**src/greedy_budget_path_builder_core_macros.svh**
```systemverilog
// Assertion macros used by the path builder core.
`ifndef GREEDY_BUDGET_PATH_BUILDER_CORE_MACROS_SVH
`define GREEDY_BUDGET_PATH_BUILDER_CORE_MACROS_SVH

// The consequent must hold in the same cycle as the antecedent.
`define GBPB_ASSERT_SAME(label, clk, rst, ante, cons, msg) \
  label: assert property (@(posedge clk) disable iff (rst) (ante) |-> (cons)) \
    else $error(msg);

// The consequent must hold in the cycle after the antecedent.
`define GBPB_ASSERT_NEXT(label, clk, rst, ante, cons, msg) \
  label: assert property (@(posedge clk) disable iff (rst) (ante) |=> (cons)) \
    else $error(msg);

`endif

```
**src/gbpb_pkg.sv**
```systemverilog
`timescale 1ns / 1ps

package gbpb_pkg;

  localparam int MAX_CITIES = 64;
  localparam int COST_BITS  = 24;
  localparam int CITY_W     = $clog2(MAX_CITIES);
  localparam int ADDR_W     = 2 * CITY_W;
  localparam int DEPTH      = MAX_CITIES * MAX_CITIES;
  localparam int CNT_W      = $clog2(MAX_CITIES + 1);
  localparam int BUDGET_W   = 32;
  localparam int REM_W      = BUDGET_W + 1;
  localparam int SUM_W      = COST_BITS + 1;
  localparam int CMP_W      = REM_W + 1;
  localparam int PICK_CAP   = 62;
  localparam int PICK_W     = $clog2(PICK_CAP + 1);

  localparam int CFG_ADDR_W = 3;
  localparam int CFG_DATA_W = 32;

  localparam logic FUNC_LOAD      = 1'b0;
  localparam logic FUNC_RUN       = 1'b1;
  localparam logic REG_CITY_COUNT = 1'b0;

  localparam logic [CNT_W-1:0] CITY_COUNT_RESET = CNT_W'(MAX_CITIES);

  // Commands from the controller to the datapath.
  typedef struct packed {
    logic run_load;
    logic chk_rd;
    logic scan_clr;
    logic scan_en;
    logic commit;
    logic emit_start;
    logic emit_pick;
    logic emit_end;
    logic busy;
  } gbpb_cmd_t;

  // Status from the datapath to the controller.
  typedef struct packed {
    logic slot_free;
    logic cap_hit;
    logic end_ok;
    logic scan_done;
    logic found;
  } gbpb_stat_t;

endpackage

```
**src/gbpb_ctrl.sv**
```systemverilog
`timescale 1ns / 1ps

module gbpb_ctrl import gbpb_pkg::*; (
  input  logic       clk,
  input  logic       rst,
  input  logic       run_req,
  input  gbpb_stat_t stat,
  output gbpb_cmd_t  cmd
);

  localparam logic [2:0] S_IDLE   = 3'd0;
  localparam logic [2:0] S_EMIT_S = 3'd1;
  localparam logic [2:0] S_CHK    = 3'd2;
  localparam logic [2:0] S_CHKW   = 3'd3;
  localparam logic [2:0] S_SCAN   = 3'd4;
  localparam logic [2:0] S_DECIDE = 3'd5;
  localparam logic [2:0] S_EMIT_P = 3'd6;
  localparam logic [2:0] S_EMIT_E = 3'd7;

  logic [2:0] state;
  logic [2:0] state_next;

  always_comb begin
    cmd        = '0;
    state_next = state;
    cmd.busy   = (state != S_IDLE);
    unique case (state)
      S_IDLE: begin
        if (run_req) begin
          cmd.run_load = 1'b1;
          state_next   = S_EMIT_S;
        end
      end
      S_EMIT_S: begin
        if (stat.slot_free) begin
          cmd.emit_start = 1'b1;
          state_next     = S_CHK;
        end
      end
      S_CHK: begin
        if (stat.cap_hit) begin
          state_next = S_EMIT_E;
        end else begin
          cmd.chk_rd = 1'b1;
          state_next = S_CHKW;
        end
      end
      S_CHKW: begin
        if (stat.end_ok) begin
          cmd.scan_clr = 1'b1;
          state_next   = S_SCAN;
        end else begin
          state_next = S_EMIT_E;
        end
      end
      S_SCAN: begin
        cmd.scan_en = 1'b1;
        if (stat.scan_done) begin
          state_next = S_DECIDE;
        end
      end
      S_DECIDE: begin
        state_next = stat.found ? S_EMIT_P : S_EMIT_E;
      end
      S_EMIT_P: begin
        if (stat.slot_free) begin
          cmd.emit_pick = 1'b1;
          cmd.commit    = 1'b1;
          state_next    = S_CHK;
        end
      end
      S_EMIT_E: begin
        if (stat.slot_free) begin
          cmd.emit_end = 1'b1;
          state_next   = S_IDLE;
        end
      end
      default: begin
        state_next = S_IDLE;
      end
    endcase
  end

  always_ff @(posedge clk) begin
    if (rst) begin
      state <= S_IDLE;
    end else begin
      state <= state_next;
    end
  end

endmodule

```
**config.mk**
```make
export PLATFORM = sky130hd
export DESIGN_NAME = gbpb_ctrl
export DESIGN_NICKNAME = d
export VERILOG_FILES = /design/src/greedy_budget_path_builder_core_macros.svh /design/src/gbpb_pkg.sv /design/src/gbpb_ctrl.sv
export SDC_FILE = /design/constraint.sdc
export NUM_CORES = 1
export LEC_CHECK = 0
export BUFFER_PORTS_ARGS = -buffer_cell sky130_fd_sc_hd__buf_2
export CAP_MARGIN = 10
export CORE_AREA = 2 2 39 41
export CTS_CLUSTER_DIAMETER = 200
export DETAILED_ROUTE_END_ITERATION = 10
export DIE_AREA = 0 0 41 43
export GPL_ROUTABILITY_DRIVEN = 0
export PLACE_DENSITY = 0.42
export SLEW_MARGIN = 25
export SYNTH_ARGS = -nofsm -noshare
export SYNTH_HDL_FRONTEND = slang
export SYNTH_SLANG_ARGS = --single-unit
```
**constraint.sdc**
```tcl
create_clock -name clk -period 1 [get_ports clk]
set_clock_uncertainty 0.05 [all_clocks]
set_input_delay 0.05 -clock clk [delete_from_list [all_inputs] [get_ports clk]]
set_output_delay 0.05 -clock clk [all_outputs]
set_load 0.02 [all_outputs]
```
## Yosys cells after proc, flatten, opt, wreduce, memory -nomap -nowiden

Cells that the tools add are included.

| storage, ports and cells | value |
|---|---|
| bits in latches | 0 |
| bits in writable memories | 0 |
| register bits | 3 |
| output and inout bits | 9 |
| memory bits (read-only) | 0 |
| memories | 0 |

| cells by class | value |
|---|---|
| bitwise logic cells | 0 |
| eq/ne operators | 11 |
| multipliers | 0 |
| add/subtract/negate cells | 0 |
| reduce and logical (&&, ||, !) cells | 4 |
| div/mod/pow operators | 0 |
| shifts and indexed selects | 0 |
| multiplexer cells | 19 |
| order comparisons | 0 |

Operators by type and width:

| cell | number |
|---|---|
| one-hot mux 3 bit (7 select lines) | 1 |
| two-way mux 3 bit | 5 |
| equality test 3 bit, second input constant | 4 |
| two-way mux 1 bit | 12 |
| equality test 3 x 2 -> 1 bit, second input constant | 2 |
| != test 2 bit, second input constant | 3 |
| AND reduction 4 bit | 1 |
| equality test 3 x 1 -> 1 bit, second input constant | 1 |
| zero test 3 bit | 1 |
| nonzero test 3 bit | 1 |
| two-way mux 2 bit | 1 |
| != test 2 x 1 -> 1 bit, second input constant | 1 |
| OR reduction 2 bit | 1 |

## Depth between registers and ports, before layout

| depth | value |
|---|---|
| depth after elaboration | 4 |
| mapped depth | 4 |
| gate-level depth less buffers | 3 |

## Least setup slack after synthesis

Ideal clock, no wire load.

| path | value |
|---|---|
| path type | reg2out |
| from | register state[2] |
| to | output port cmd[4] in the netlist's numbering |
| data arrival time | 1.373 ns |
| slack | -0.473 ns |
| stages on the path, launching flop included | 4 |
| path buffers | 2 |
| cell sequence | dfxtp_1 buf_2 nor3b_1 buf_4 |

RTL lines:

| item | RTL line | RTL |
|---|---|---|
| from (decl) | gbpb_ctrl.sv:20 | `logic [2:0] state;` |
| from (signal assigned) | gbpb_ctrl.sv:88 | `state <= state_next;` |
| to (decl) | gbpb_ctrl.sv:8 | `output gbpb_cmd_t cmd` |

==> metrics.yaml <==
timing:
  fin_crit_sh_pct: 125
  fmax_mhz: 798
  timing_hold_violations_final: 0
  grt_setup_unrepaired: "yes"
  maxSlewHeadroom_pct: 87.4
  worst_slack_ns: -0.254
  tightest_slew_ns: 0.189
  min_period_ns: 1.25
  slew_viol_final: 0
  setup_viol_count_final: 11
  fin_tns_setup_ns: -1.93
final_layout:
  fin_util_pct: 37.1
  regMostFlops: "state"
  largest_reg_flops: 3
  finalNetCount: 68
  final_area_um2: 513
  reg_top3: "state (3)"
  fillCellCount: 155
  drive_above_1_share_pct: 67.8
  num_antenna_cells: 0
  fin_cells: 75
  syn_to_final_growth_pct: 104
place:
  place_area_um2: 409
  io_buffers: 16
  place_inst: 69
  hpwlAfterDp_um: 547
run:
  maxCapViolCount: 0
cts:
  clock-root-buffer: "clkbuf_4"
  htreeDepth: 1
  cts_buffers: 3
  clockBufferDepth: 2
  cts_sinks: 3
  cts_setup_buffers: 0
  path_clk_slew_ns: 0.04
  insertion_delay_ns: 0.24
  cts_tree: "built"
power_and_ir_drop:
  p_leak_nw: 0.239
  power_density_mw_per_mm2: 1250
  peakVddDrop_v: 0.000478
route:
  wl_per_cell_um: 10.1
  postRouteWirelength_um: 758
  drtIter0Drc: 0
  firstDrtPassIters: 1
  vias: 336
  drc: 0
  via_per_inst: 4.48
  antenna_left: 0
setup_path:
  cp-start-kind: "flop"
  cp_data_required_time_ns: 0.90
  worstSetupPathType: "flop to primary output"
  end_kind: "primary output"
  critPathArrivalTime_ns: 1.15
  crit_path_max_fanout: 3
grt:
  grt.busiest_layer: "met2"
  grt_pass1_vias: 324
  grt.met3_usage_pct: 3.14
  use_met1_pct: 11.7
  grt_start_max_net_pins: 12
  antenna_found_initial: 0
  grt_pass1_wl_mm: 1.21
  grt_overflow: 0
  grt_usage_pct: 10.5
  grt_use_met2_pct: 15.6
yosys:
  syn_avg_cell_area_um2: 7.19
  synthesis.area_um2: 251
  muxShareOfSynthArea_pct: 8.96
  ys.flop_type: "dfxtp_1"
  yosysTopAreaCell: "dfxtp_1"
  synth_area_leaders: "dfxtp_1, mux4_2, nor3b_1"
  yosys.area.top_type_share_pct: 23.9
  synth_fa_ha_area_share_pct: 0
  async_reset_ff_share_pct: 0
  synth_xor_area_share_pct: 0
  ys_seq_area_share_pct: 23.9
  synth_edf_count: 0
  yosysWarningCount: 0
  synthTopCellsByCount: "nand2_1, a21oi_1, dfxtp_1, nor2_1, nor3b_1"
  synth-seq-cells: 3
  yosys.area_share.simple_pct: 38.3
  syn_inst: 35
  yosysMostFrequentCell: "nand2_1"
  synth_top_family_by_area: "simple AND/OR/NAND/NOR gates"
  ys_types: 21
  syn-num-nets: 43
  synth_compound_area_share_pct: 17.9
floorplanning:
  die_h_um: 43
  coreArea_mm2: 0.00138
  start_util_pct: 18.2
  io_pins: 17
  die_w_um: 41
  die_area_mm2: 0.00176
  rows: 14
outcome:
  status: "complete, but fails checks"
  violations: "negative setup slack"
worst_hold_path:
  hold_class: "input pin to flop"
==> through the flow <==
step	hold slack (ns)	power [mW]	setup slack, ns
finish	0.0835	0.641	-0.254
global placement	0.207	0.385	-0.0950
floorplan	0.0617	0.309	-0.0950
detailed placement	0.208	0.384	-0.117
CTS	0.0895	0.641	-0.258
global route	0.121	0.688	-0.295
==> where the power goes <==
part	total (mW)	leakage (nW)	switching (mW)	internal, mW
Combinational	0.266	0.198	0.130	0.136
Clock	0.219	0.0150	0.0693	0.150
Sequential	0.156	0.0261	0.0190	0.137
==> routing by layer <==
layer	part of all wire (%)	routed length [um]	vias to the layer above
met5	0	0	-
met4	0	0	0
met3	6.2	47	0
met2	52	397	14
met1	41	314	156
li1	-	-	166
==> cells by family (layout without fill, tap and decap cells) <==
kind of cell	count (synthesis)	count (layout)
flops	3	3
mux	1	1
simple gates	17	17
compound gates	8	8
buf+inv	6	30
==> path summary, 6_finish.rpt <==
check / start / end / slack [ns] / cells past startpoint
setup / recovery: state[0] / cmd[8] / -0.25 / 3
hold / removal: stat[2] / state[1] / 0.08 / 4
hold reg to reg: state[1] / state[1] / 0.46 / 2
setup reg to reg: state[2] / state[0] / -0.15 / 2
==> worst max-delay path: stages, from the launching register on <==
cell	delay (ns)
dfxtp_2	0.32
or3_4	0.40
nor2_4	0.09
buf_6	0.11
==> placed cells by master (no fill, tap or decap) <==
| cell type | count |
|---|---|
| inv_2 | 1 |
| a31oi_1 | 1 |
| clkbuf_1 | 1 |
| dlygate4sd3_1 | 1 |
| nor2b_4 | 1 |
| buf_6 | 6 |
| nor2_1 | 2 |
| and2b_1 | 1 |
| or3_4 | 1 |
| o2bb2ai_1 | 1 |
| a21oi_1 | 3 |
| and3_4 | 1 |
| mux4_2 | 1 |
| o21ai_0 | 1 |
| nor2_4 | 1 |
| inv_1 | 2 |
| clkbuf_4 | 3 |
| nor3b_2 | 2 |
| nand2_1 | 3 |
| o21ai_1 | 1 |
| dfxtp_4 | 1 |
| nand2_2 | 1 |
| buf_4 | 5 |
| nand2b_1 | 1 |
| and3b_1 | 1 |
| nor2b_2 | 1 |
| o21ai_2 | 1 |
| dfxtp_2 | 2 |
| nor3b_4 | 1 |
| buf_2 | 11 |
==> repair_timing <==
action                                 4_1_cts  5_1_grt
resized for setup                           18        3
cloned                                       1        0
hold buffers                                 1        0
pin swaps                                    3        1
endpoints found under the hold margin        2        0
setup endpoints to repair                   11       11
==> area by class of cell <==
| class | instances | area (um2) | area share [%] |
|---|---|---|---|
| multi-input cells | 26 | 219 | 42.7 |
| repair buffers | 23 | 170 | 33.2 |
| well taps | 16 | 20.0 | 3.90 |
| inverters | 3 | 11.3 | 2.20 |
| clock buffers | 4 | 26.3 | 5.12 |
| flip-flops and latches | 3 | 66.3 | 12.9 |
No activity file was read; power rests on OpenSTA's default activity.
